==> src/rtl/core/dnv_pkg.sv <==
// Shared constants and helpers for the domain name validator.
package dnv_pkg;

  localparam int unsigned CharW = 8;
  localparam int unsigned PrefixLen = 8;
  localparam int unsigned PrefixPosW = $clog2(PrefixLen);

  localparam logic [CharW-1:0] ChSpace  = 8'h20;
  localparam logic [CharW-1:0] ChSlash  = 8'h2f;
  localparam logic [CharW-1:0] ChBslash = 8'h5c;
  localparam logic [CharW-1:0] ChZero   = 8'h30;
  localparam logic [CharW-1:0] ChThree  = 8'h33;
  localparam logic [CharW-1:0] ChSeven  = 8'h37;
  localparam logic [CharW-1:0] ChPrintLo = 8'd33;
  localparam logic [CharW-1:0] ChPrintHi = 8'd126;
  localparam logic [CharW-1:0] OctLowMax  = 8'd32;
  localparam logic [CharW-1:0] OctHighMin = 8'd127;

  // Byte of the "<kernel>" prefix at a given position.
  function automatic logic [CharW-1:0] prefix_char(input logic [PrefixPosW-1:0] pos);
    logic [CharW-1:0] c;
    case (pos)
      3'd0:    c = 8'h3c;  // <
      3'd1:    c = 8'h6b;  // k
      3'd2:    c = 8'h65;  // e
      3'd3:    c = 8'h72;  // r
      3'd4:    c = 8'h6e;  // n
      3'd5:    c = 8'h65;  // e
      3'd6:    c = 8'h6c;  // l
      3'd7:    c = 8'h3e;  // >
      default: c = 8'h00;
    endcase
    return c;
  endfunction

  function automatic logic is_octal(input logic [CharW-1:0] c);
    return (c >= ChZero) && (c <= ChSeven);
  endfunction

endpackage

==> src/rtl/core/domain_name_validator.sv <==
// Domain name validator: byte-serial checker with a registered verdict.
//
//   channel | signals                       | moves
//   --------+-------------------------------+-----------------------------
//   in      | in_valid, in_ready, ch, last  | one byte of the name string
//   out     | out_valid, out_ready, accepted| one verdict per string
//
// One byte is taken per clock while in_ready is high; the checker state updates in the same cycle.
// The verdict lands in the output register in the cycle after the ending byte.
// in_ready drops only while a verdict waits in the output register and
// out_ready is low; bytes that produce no verdict still need that slot free.
// Synchronous reset clears the checker state and the output valid flag.
module domain_name_validator (
  input  logic                      clk,
  input  logic                      rst,
  input  logic                      in_valid,
  output logic                      in_ready,
  input  logic [dnv_pkg::CharW-1:0] ch,
  input  logic                      last,
  output logic                      out_valid,
  input  logic                      out_ready,
  output logic                      accepted
);
  import dnv_pkg::*;

  typedef enum logic [6:0] {
    PH_PREFIX = 7'b0000001,
    PH_OPEN   = 7'b0000010,
    PH_SLASH  = 7'b0000100,
    PH_NAME   = 7'b0001000,
    PH_ESC    = 7'b0010000,
    PH_OCT1   = 7'b0100000,
    PH_OCT2   = 7'b1000000
  } phase_t;

  phase_t                phase, phase_next;
  logic [PrefixPosW-1:0] prefix_pos, prefix_pos_next;
  logic [1:0]            octal_high, octal_high_next;
  logic [2:0]            octal_mid, octal_mid_next;
  logic                  failed, failed_next;
  logic                  draining, draining_next;
  logic                  emit;
  logic                  verdict;
  logic                  in_fire;
  logic [CharW-1:0]      oct_val;
  logic                  oct_ok;

  assign in_ready = !out_valid || out_ready;
  assign in_fire  = in_valid && in_ready;

  assign oct_val = {octal_high, octal_mid, ch[2:0]};
  assign oct_ok  = (oct_val != '0) && ((oct_val <= OctLowMax) || (oct_val >= OctHighMin));

  always_comb begin
    phase_next      = phase;
    prefix_pos_next = prefix_pos;
    octal_high_next = octal_high;
    octal_mid_next  = octal_mid;
    failed_next     = failed;
    draining_next   = draining;
    emit            = 1'b0;
    verdict         = 1'b0;
    if (in_fire) begin
      if (draining) begin
        if (last) begin
          draining_next = 1'b0;
        end
      end else begin
        if (ch != '0 && !failed) begin
          case (phase)
            PH_PREFIX: begin
              if (ch == prefix_char(prefix_pos)) begin
                if (prefix_pos == PrefixPosW'(PrefixLen - 1)) begin
                  phase_next      = PH_OPEN;
                  prefix_pos_next = '0;
                end else begin
                  prefix_pos_next = prefix_pos + 1'b1;
                end
              end else begin
                failed_next = 1'b1;
              end
            end
            PH_OPEN: begin
              if (ch == ChSpace) phase_next = PH_SLASH;
              else failed_next = 1'b1;
            end
            PH_SLASH: begin
              if (ch == ChSlash) phase_next = PH_NAME;
              else failed_next = 1'b1;
            end
            PH_NAME: begin
              if (ch == ChSpace) phase_next = PH_SLASH;
              else if (ch == ChBslash) phase_next = PH_ESC;
              else if (ch < ChPrintLo || ch > ChPrintHi) failed_next = 1'b1;
            end
            PH_ESC: begin
              if (ch == ChBslash) begin
                phase_next = PH_NAME;
              end else if (ch >= ChZero && ch <= ChThree) begin
                octal_high_next = ch[1:0];
                phase_next      = PH_OCT1;
              end else begin
                failed_next = 1'b1;
              end
            end
            PH_OCT1: begin
              if (is_octal(ch)) begin
                octal_mid_next = ch[2:0];
                phase_next     = PH_OCT2;
              end else begin
                failed_next = 1'b1;
              end
            end
            PH_OCT2: begin
              if (is_octal(ch) && oct_ok) phase_next = PH_NAME;
              else failed_next = 1'b1;
            end
            default: failed_next = 1'b1;
          endcase
        end
        // End of string: give the verdict and rearm for the next one.
        if (ch == '0 || last) begin
          emit    = 1'b1;
          verdict = !failed_next && (phase_next == PH_OPEN || phase_next == PH_NAME);
          phase_next      = PH_PREFIX;
          prefix_pos_next = '0;
          octal_high_next = '0;
          octal_mid_next  = '0;
          failed_next     = 1'b0;
          draining_next   = (ch == '0) && !last;
        end
      end
    end
  end

  always_ff @(posedge clk) begin
    if (rst) begin
      phase      <= PH_PREFIX;
      prefix_pos <= '0;
      octal_high <= '0;
      octal_mid  <= '0;
      failed     <= 1'b0;
      draining   <= 1'b0;
      out_valid  <= 1'b0;
    end else begin
      phase      <= phase_next;
      prefix_pos <= prefix_pos_next;
      octal_high <= octal_high_next;
      octal_mid  <= octal_mid_next;
      failed     <= failed_next;
      draining   <= draining_next;
      if (emit) begin
        out_valid <= 1'b1;
      end else if (out_ready) begin
        out_valid <= 1'b0;
      end
    end
  end

  always_ff @(posedge clk) begin
    if (emit) begin
      accepted <= verdict;
    end
  end

  // While dropping bytes after a zero byte the string state stays cleared.
  a_drain_clean: assert property (@(posedge clk) disable iff (rst)
    draining |-> (phase == PH_PREFIX && prefix_pos == '0 && !failed))
    else $error("string state not clear while draining");

  // A zero byte without last starts draining and produces a verdict.
  a_zero_drain: assert property (@(posedge clk) disable iff (rst)
    (in_fire && !draining && ch == '0 && !last) |=> (draining && out_valid))
    else $error("zero byte did not start draining");

  // A request ending the string yields a verdict next cycle.
  a_last_verdict: assert property (@(posedge clk) disable iff (rst)
    (in_fire && !draining && last) |=> out_valid)
    else $error("missing verdict after last byte");

  // Draining requests never produce a verdict.
  a_drain_silent: assert property (@(posedge clk) disable iff (rst)
    (in_fire && draining) |-> !emit)
    else $error("verdict produced while draining");

endmodule

==> config.mk <==
export PLATFORM = sky130hd
export DESIGN_NAME = domain_name_validator
export DESIGN_NICKNAME = d
export VERILOG_FILES = /design/src/rtl/core/dnv_pkg.sv /design/src/rtl/core/domain_name_validator.sv
export SDC_FILE = /design/constraint.sdc
export NUM_CORES = 1
export LEC_CHECK = 0
export ABC_AREA = 1
export BUFFER_PORTS_ARGS = -buffer_cell sky130_fd_sc_hd__buf_2
export CAP_MARGIN = 20
export CORE_MARGIN = 4
export CORE_UTILIZATION = 60
export DETAILED_ROUTE_END_ITERATION = 10
export GPL_TIMING_DRIVEN = 0
export PLACE_DENSITY = 0.8
export REMOVE_ABC_BUFFERS = 1
export SETUP_SLACK_MARGIN = 0.05
export SYNTH_ARGS = -nofsm -noshare
export SYNTH_HDL_FRONTEND = slang
export SYNTH_SLANG_ARGS = --single-unit
==> constraint.sdc <==
create_clock -name clk -period 2.31 [get_ports clk]
set_clock_uncertainty 0.2 [all_clocks]
set_input_delay 0.3465 -clock clk [delete_from_list [all_inputs] [get_ports clk]]
set_output_delay 0.3465 -clock clk [all_outputs]
set_load 0.005 [all_outputs]
==> results of run 1 <==
## synth_stat cells, types with 4 or more instances
library cell	n	area [µm²]
nand2_1	125	469.2
nor2_1	52	195.2
inv_1	35	131.4
dfxtp_1	24	480.5
nand3_1	20	100.1
a21oi_1	19	95.09
nor2_2	14	87.58
inv_2	10	37.54
o21ai_0	10	50.05
ha_1	7	87.58
nor2_4	7	78.83
nand2_2	5	31.28
xnor2_1	4	35.03
## area by class of cell
type | instances | area share
multi-input cells | 283 | 0.6091
flip-flops and latches | 25 | 0.2275
inverters | 45 | 0.07438
repair buffers | 21 | 0.05212
well taps | 46 | 0.02497
clock buffers | 3 | 0.009772
clock inverters | 1 | 0.002172
## kinds of logic after synthesis
kind of cell    after synthesis  synth area share
simple gates                232            0.4917
buf+inv                      49           0.09501
compound gates               39            0.1087
flops                        25            0.2423
fa+ha+maj                     7           0.04157
xor+xnor                      5           0.02078
## per-layer routing
layer | up-vias | part of all wire
li1 | 1156 | -
met1 | 930 | 0.47
met2 | 67 | 0.45
met3 | 7 | 0.061
met4 | 0 | 0.013
met5 | - | 0
## worst max-delay path by stage
stage	startpoint	endpoint	cells after the start
5_1_grt	phase[5]	register	13
2_1_floorplan	out_ready	register	12
6_report	phase[5]	register	11
3_5_place_dp	ch[7]	register	12
4_1_cts	phase[5]	register	11
3_3_place_gp	ch[3]	register	12
## report_power, final
part,internal (mW),total (mW),switching [mW],leakage (nW)
sequential,0.445,0.455,0.0103,0.208
clock,0.0647,0.194,0.129,0.0177
combinational,0.0672,0.189,0.122,0.968
## repair_timing
item | CTS | global route
resized for setup | 0 | 14
gates cloned | 0 | 0
pin swaps | 0 | 4
endpoints found under the setup margin | 3 | 6
hold buffers | 0 | 0
setup buffers | 2 | 4
## metrics by stage
stage          TNS (ns)  setup slack [ns]
2_1_floorplan         0            0.2512
3_3_place_gp    -0.2198           -0.1003
3_5_place_dp    -0.4295           -0.1595
4_1_cts               0           0.05963
5_1_grt               0           0.03072
6_report              0            0.1870
## worst reg2reg max path: stages (launching register included)
cell and delay [ns]:
dfxtp_4 0.39, nor2_2 0.15, nand2_2 0.12, nor2_4 0.15, inv_2 0.08, nor2_4 0.13
a21oi_4 0.08, o21ai_1 0.16, nand2_2 0.10, ha_1 0.31, nand2_1 0.07, o21a_1 0.11
==> flow_metrics.tcl, run 1 <==
set metrics [dict create \
    min_period_over_period 0.9190 \
    met2_usage 0.3926 \
    multiInputGateArea_um2 1404 \
    dp.cells 414 \
    drcViolationCount 0 \
    core_region_area_um2 3363 \
    critPathMaxFanout 6 \
    cts_buffer_depth 2 \
    via_count 2160 \
    finalSetupViolCount 0 \
    totalPowerFinal_mw 0.8385 \
    final_cell_mix "nand2_1 (123), nor2_1 (51), inv_1 (35)" \
    clk_pin_slew_ns 0.14 \
    drt-initial-drc-count 176 \
    hp-start "in_valid" \
    postLayoutCellArea_um2 2305 \
    routed_wl_mm 4.796 \
    syn-cell-area_um2 2107 \
    netlist_instances 357 \
    rr_startpoint "phase[5]" \
    floorplan.initialDensity 0.6265 \
    hold_path.class "input port to register" \
    path_class "register to register" \
    numCtsBuffers 3 \
    power_density_nw_per_um2 363.8 \
    numPortBuffers 15 \
    grt_pass1_wl_mm 8.093 \
    antenna_found_initial 0 \
    crit_required_ns 2.34 \
    synthToLayoutAreaGrowth_pct 9.382 \
    cts.sinks 25 \
    rsz0062_at_grt "true" \
    path_cells "nor2_2, nand2_2, nor2_4, inv_2, nor2_4, a21oi_4, o21ai_1, nand2_2, ha_1, nand2_1, o21a_1" \
    ir_drop_mv 0.2941 \
    cts-root-buf "clkbuf_4" \
    cts_tree "built" \
    cp_data_arrival_time_ns 2.15 \
    viasPerCell 5.094 \
    ys_seq_area_frac 0.2423 \
    relSlewSlack 0.6930 \
    hold_depth 2 \
    hold-worst-slack_ns 0.05170 \
    slowest_stage "dfxtp_4" \
    gp_congestion 0.9204 \
    overflow 0 \
    grt_pass1_vias 1867 \
    fmax_ghz 0.4710 \
    clk_latency_ns 0.32 \
    wire_per_inst_um 11.31 \
    ys_ff_latch 25 \
    placed_cell_area_um2 2208 \
    grt.busiest_layer "met2" \
    maxCapViolations 0 \
    chipHeight_um 67.26 \
    drive_gt1_frac 0.2037 \
    num_rows 21 \
    min_period_ns 2.123 \
    io_pins 16 \
    dr.pass1.iters 4 \
    rrSetupSlack_ns 0.19 \
    ys.warnings.count 0 \
    final_util 0.6853 \
    met3_usage 0.01997 \
    worst-path-buf-inv 1 \
    use_met1 0.3161 \
    synthArstFlopShare 0 \
    r2r_cells 11 \
    holdPathEnd "draining" \
    worst_pin_slew_ns 0.4601 \
    final-seq-area_um2 524.3 \
    p_leak_nw 1.193 \
    ant_nets 0 \
    final_common_cell "nand2_1" \
    htree_levels 1 \
    hold_viol 0 \
    ys.flop_type "dfxtp_1" \
    fillCellCount 350 \
    dp_hpwl_mm 3.916 \
    yosysUniqueCellTypes 33 \
    final_cells 424 \
    antenna_cells 0 \
    grt_max_degree 15 \
    die-area_um2 4524 \
    fin_nets 399 \
    cp_top_family "simple AND/OR/NAND/NOR gates" \
    cp_slowest_stage_delay_ns 0.39 \
    cp-end-kind "register" \
    maxSlewViolCount 0 \
    run_status "completed" \
    crit_path_start_kind "register" \
    track_usage 0.2311 \
    syn_area_per_cell_um2 5.902 \
    synth_edf_count 1 \
    die_x_um 67.26 \
]
Note: power is estimated with default switching activity, not from simulation.
==> inputs of run 2 (changes only) <==
--- a/config.mk
+++ b/config.mk
@@ -9,10 +9,9 @@
 export BUFFER_PORTS_ARGS = -buffer_cell sky130_fd_sc_hd__buf_2
 export CAP_MARGIN = 20
 export CORE_MARGIN = 4
-export CORE_UTILIZATION = 60
+export CORE_UTILIZATION = 45
 export DETAILED_ROUTE_END_ITERATION = 10
 export GPL_TIMING_DRIVEN = 0
-export PLACE_DENSITY = 0.8
 export REMOVE_ABC_BUFFERS = 1
 export SETUP_SLACK_MARGIN = 0.05
 export SYNTH_ARGS = -nofsm -noshare
==> constraint.sdc (replaced) <==
create_clock -name clk -period 2.1 [get_ports clk]
set_clock_uncertainty 0.2 [all_clocks]
set_input_delay 0.315 -clock clk [delete_from_list [all_inputs] [get_ports clk]]
set_output_delay 0.315 -clock clk [all_outputs]
set_load 0.005 [all_outputs]
==> run 2 against run 1 <==
  * Wire length grew 14%
  * Worst setup slack lost 0.14 ns
  * Maximum frequency rose by 3.2%
  * Largest cell class unchanged
  * Clock power rose by 45%
  * Sequential share of layout area is 2.6 points lower
  * Highest routed layer unchanged
==> flow_metrics.tcl, run 2 (same netlist as run 1, synthesis figures left out) <==
set metrics [dict create \
    hold_viol 0 \
    gp_congestion 0.8423 \
    power_density_nw_per_um2 381.3 \
    io_pins 16 \
    chipHeight_um 76.43 \
    maxSlewViolCount 0 \
    overflow 0 \
    final_cell_mix "nand2_1 (113), nor2_1 (46), inv_1 (30)" \
    hold-worst-slack_ns 0.08313 \
    die_x_um 76.43 \
    grt_max_degree 14 \
    min_period_over_period 0.9796 \
    met2_usage 0.2882 \
    cp_slowest_stage_delay_ns 0.37 \
    layout_setup_ws_ns 0.04285 \
    cp-end-kind "register" \
    drt-initial-drc-count 159 \
    viasPerCell 4.873 \
    met3_usage 0.02128 \
    fmax_ghz 0.4861 \
    finalSetupViolCount 0 \
    final_common_cell "nand2_1" \
    maxCapViolations 0 \
    numPortBuffers 15 \
    cts_tree "built" \
    worst_pin_slew_ns 0.3185 \
    clk_latency_ns 0.27 \
    crit_path_start_kind "register" \
    dr.pass1.iters 4 \
    cts_buffer_depth 2 \
    rsz0062_at_grt "true" \
    relSlewSlack 0.7875 \
    floorplan.initialDensity 0.4741 \
    path_class "register to register" \
    wire_per_inst_um 12.15 \
    ir_drop_mv 0.4168 \
    routed_wl_mm 5.468 \
    via_count 2193 \
    die-area_um2 5841 \
    ant_nets 0 \
    grt_pass1_wl_mm 9.066 \
    critPathMaxFanout 5 \
    antenna_cells 0 \
    grt_pass1_vias 1976 \
    run_status "completed" \
    path_cells "inv_4, nor2_2, nand2_2, nor2_4, inv_2, nor2_4, a21oi_4, inv_1, nand2_1, nand2_1, nand2_2, inv_4, ha_4, or2_0, o21ai_1" \
    min_period_ns 2.057 \
    drcViolationCount 0 \
    rrSetupSlack_ns 0.04 \
    grt.busiest_layer "met2" \
    cts.sinks 25 \
    antenna_found_initial 0 \
    clk_pin_slew_ns 0.09 \
    numCtsBuffers 3 \
    totalPowerFinal_mw 1.022 \
    core_region_area_um2 4444 \
    track_usage 0.1862 \
    hold_path.class "input port to register" \
    htree_levels 1 \
    fin_nets 419 \
    drive_gt1_frac 0.3191 \
    crit_required_ns 2.09 \
    dp_hpwl_mm 4.057 \
    slowest_stage "dfxtp_4" \
    cp_data_arrival_time_ns 2.05 \
    use_met1 0.2747 \
    p_leak_nw 1.326 \
    pre_cts_ws_ns -0.3087 \
    synthToLayoutAreaGrowth_pct 27.20 \
    final.setup.tns_ns 0 \
    num_rows 24 \
    cts-root-buf "clkbuf_8" \
]
[run 2: cell count changes in the layout (fill, tap and decap cells not counted), moves of 8 or more]
cell and change:
nand2_1 -10, nand2_2 +8, buf_4 +17, nor2_4 +9
[run 2: per-layer routing]
metal	up-vias	share of wire
li1	1204	-
met1	943	0.51
met2	38	0.44
met3	8	0.042
met4	0	0.010
met5	-	0
[run 2: where the power goes]
part / leakage, nW / switching [mW] / internal [mW]
logic: 1.09 / 0.149 / 0.0940
registers: 0.210 / 0.0131 / 0.484
clock network: 0.0228 / 0.146 / 0.136
[run 2: final timing paths]
| check | start | end | depth (start not counted) |
|---|---|---|---|
| setup reg to reg | phase[0] | register | 15 |
| setup / recovery | phase[0] | register | 15 |
| hold reg to reg | octal_high[1] | octal_high[1] | 2 |
| hold / removal | in_valid | draining | 2 |
[run 2: final cells by class]
class / count / area (µm²)
Sequential cell: 25 / 540.5
Fill cell: 446 / 1764
Inverter: 45 / 176.4
Tap cell: 52 / 65.06
Timing Repair Buffer: 41 / 284.0
Multi-Input combinational cell: 283 / 1569
Clock buffer: 4 / 45.04
[run 2: critical path: cells and delay by family, from the launching register on]
family	cells	cell delay (ns)
adders and majority gates	1	0.15
buffers and inverters	4	0.30
AOI/OAI and AO/OA	2	0.31
DFF	1	0.37
and+or+nand+nor	8	0.67
[run 2: per-stage QoR]
| step | area, µm² | instances | utilization |
|---|---|---|---|
| after global placement | 2216 | 420 | 0.4986 |
| final | 2680 | 450 | 0.6030 |
| after global routing | 2680 | 450 | 0.6030 |
| after CTS | 2400 | 435 | 0.5400 |
| after floorplan | 2076 | 353 | - |
| after detailed placement | 2216 | 420 | 0.4986 |
[run 2: what timing repair did]
item	in CTS	in global routing
pin swaps	8	29
buffers inserted	11	16
hold buffers	0	0
resized for setup	22	52
cloned	0	0
endpoints found under the setup margin	6	10
==> inputs of run 3 (changes only) <==
--- a/config.mk
+++ b/config.mk
@@ -12,6 +12,7 @@
 export CORE_UTILIZATION = 45
 export DETAILED_ROUTE_END_ITERATION = 10
 export GPL_TIMING_DRIVEN = 0
+export PLACE_DENSITY_LB_ADDON = 0.1
 export REMOVE_ABC_BUFFERS = 1
 export SETUP_SLACK_MARGIN = 0.05
 export SYNTH_ARGS = -nofsm -noshare
==> run 3 against run 2 <==
  * Sequential share of layout area grew 0.076 points
  * Maximum frequency increased by 0.39%
  * Register-to-register slack about the same
  * Sequential cell count did not move
  * Worst hold slack lost 0.013 ns
  * Combinational power hardly changed
  * Worst setup slack gained 0.0080 ns
  * Largest cell class unchanged
==> flow_metrics.tcl, run 3 (same netlist as run 1, synthesis figures left out) <==
set metrics [dict create \
    run_status "completed" \
    slowest_stage "dfxtp_4" \
    cp_slowest_stage_delay_ns 0.38 \
    floorplan.initialDensity 0.4741 \
    power_density_nw_per_um2 391.2 \
    routed_wl_mm 5.626 \
    num_rows 24 \
    htree_levels 1 \
    layout_setup_ws_ns 0.05083 \
    drive_gt1_frac 0.3223 \
    hold-worst-slack_ns 0.07008 \
    final_cell_mix "nand2_1 (111), nor2_1 (47), inv_1 (31)" \
    antenna_cells 0 \
    worst_pin_slew_ns 0.3523 \
    grt_pass1_vias 1945 \
    rsz0062_at_grt "true" \
    path_class "register to register" \
    met2_usage 0.2926 \
    drcViolationCount 0 \
    die-area_um2 5841 \
    maxSlewViolCount 0 \
    numPortBuffers 15 \
    crit_path_start_kind "register" \
    cp_common_cell "nor2_4" \
    critPathMaxFanout 5 \
    numCtsBuffers 3 \
    synthToLayoutAreaGrowth_pct 26.42 \
    hold_path.class "input port to register" \
    clk_pin_slew_ns 0.09 \
    io_pins 16 \
    cp_data_arrival_time_ns 2.06 \
    via_count 2217 \
    cts_buffer_depth 2 \
    final.setup.tns_ns 0 \
    dr.pass1.iters 4 \
    viasPerCell 5.005 \
    min_period_ns 2.049 \
    antenna_found_initial 0 \
    core_region_area_um2 4444 \
    cts.sinks 25 \
    overflow 0 \
    cts-root-buf "clkbuf_8" \
    chipHeight_um 76.43 \
    finalSetupViolCount 0 \
    fmax_ghz 0.4880 \
    fin_nets 412 \
    final_common_cell "nand2_1" \
    crit_required_ns 2.11 \
    wire_per_inst_um 12.70 \
    use_met1 0.2579 \
    hold_viol 0 \
    p_leak_nw 1.302 \
    clk_latency_ns 0.28 \
    cp-end-kind "register" \
    path_cells "nor2_4, nand2_4, nor2_4, inv_2, nor2_4, a21oi_4, nand2_1, o21ai_2, nand2_2, inv_2, ha_4, or2_0, o21ai_1" \
    relSlewSlack 0.7649 \
    pre_cts_ws_ns -0.3332 \
    drt-initial-drc-count 229 \
    ant_nets 0 \
    min_period_over_period 0.9758 \
    met3_usage 0.01773 \
    die_x_um 76.43 \
    maxCapViolations 0 \
    fillCellCount 441 \
    ir_drop_mv 0.3516 \
    track_usage 0.1834 \
    dp_hpwl_mm 4.097 \
    cts_tree "built" \
    grt_pass1_wl_mm 8.894 \
    gp_congestion 0.8943 \
    ctsHoldBuffers 0 \
    grt.busiest_layer "met2" \
    grt_max_degree 16 \
]
[run 3: worst max-delay path, delay by kind of cell, from the launching register on]
family | cells | cell delay [ns]
AND/OR/NAND/NOR | 7 | 0.90
flip-flops | 1 | 0.38
AO/OA/AOI/OAI | 3 | 0.23
buffers and inverters | 2 | 0.14
adder cells (fa/ha/maj) | 1 | 0.14
[run 3: cell type report]
class / count / area (µm²) / share of cell area
clock inverters: 1 / 7.507 / 0.002818
clock buffers: 3 / 41.29 / 0.01550
repair buffers: 34 / 225.2 / 0.08455
well taps: 52 / 65.06 / 0.02442
multi-input cells: 283 / 1609 / 0.6040
flip-flops and latches: 25 / 539.3 / 0.2024
inverters: 45 / 176.4 / 0.06623
[run 3: final timing paths]
check	start	endpoint	slack [ns]	cells after the start
min	in_valid	draining	0.07	2
max reg2reg	phase[4]	register	0.05	13
min reg2reg	octal_high[1]	octal_high[1]	0.28	2
max	phase[4]	register	0.05	13
[run 3: timing repair]
| action | 4_1_cts | 5_1_grt |
|---|---|---|
| buffers inserted | 11 | 9 |
| gates cloned | 0 | 0 |
| resized for setup | 25 | 53 |
| pin swaps | 14 | 28 |
| endpoints found under the setup margin | 6 | 9 |
[run 3: power by group]
| group | total (mW) | internal [mW] | switching, mW |
|---|---|---|---|
| combinational | 0.244 | 0.0918 | 0.153 |
| clock | 0.300 | 0.135 | 0.165 |
| sequential | 0.498 | 0.484 | 0.0137 |
| total | 1.04 | 0.711 | 0.331 |
[run 3: metal layers]
metal | routed length, µm | share of wire
met2 | 2595 | 0.46
met1 | 2781 | 0.49
met5 | 0 | 0
met3 | 189 | 0.034
met4 | 58 | 0.010
[run 3: through the flow]
stage	total power, mW	cell area [µm²]	util	cells
detailed placement	0.7094	2216	0.4986	420
floorplan	0.6516	2076	-	353
finish	1.042	2664	0.5994	443
CTS	1.020	2410	0.5422	435
global placement	0.7067	2216	0.4986	420
global route	1.090	2664	0.5994	443
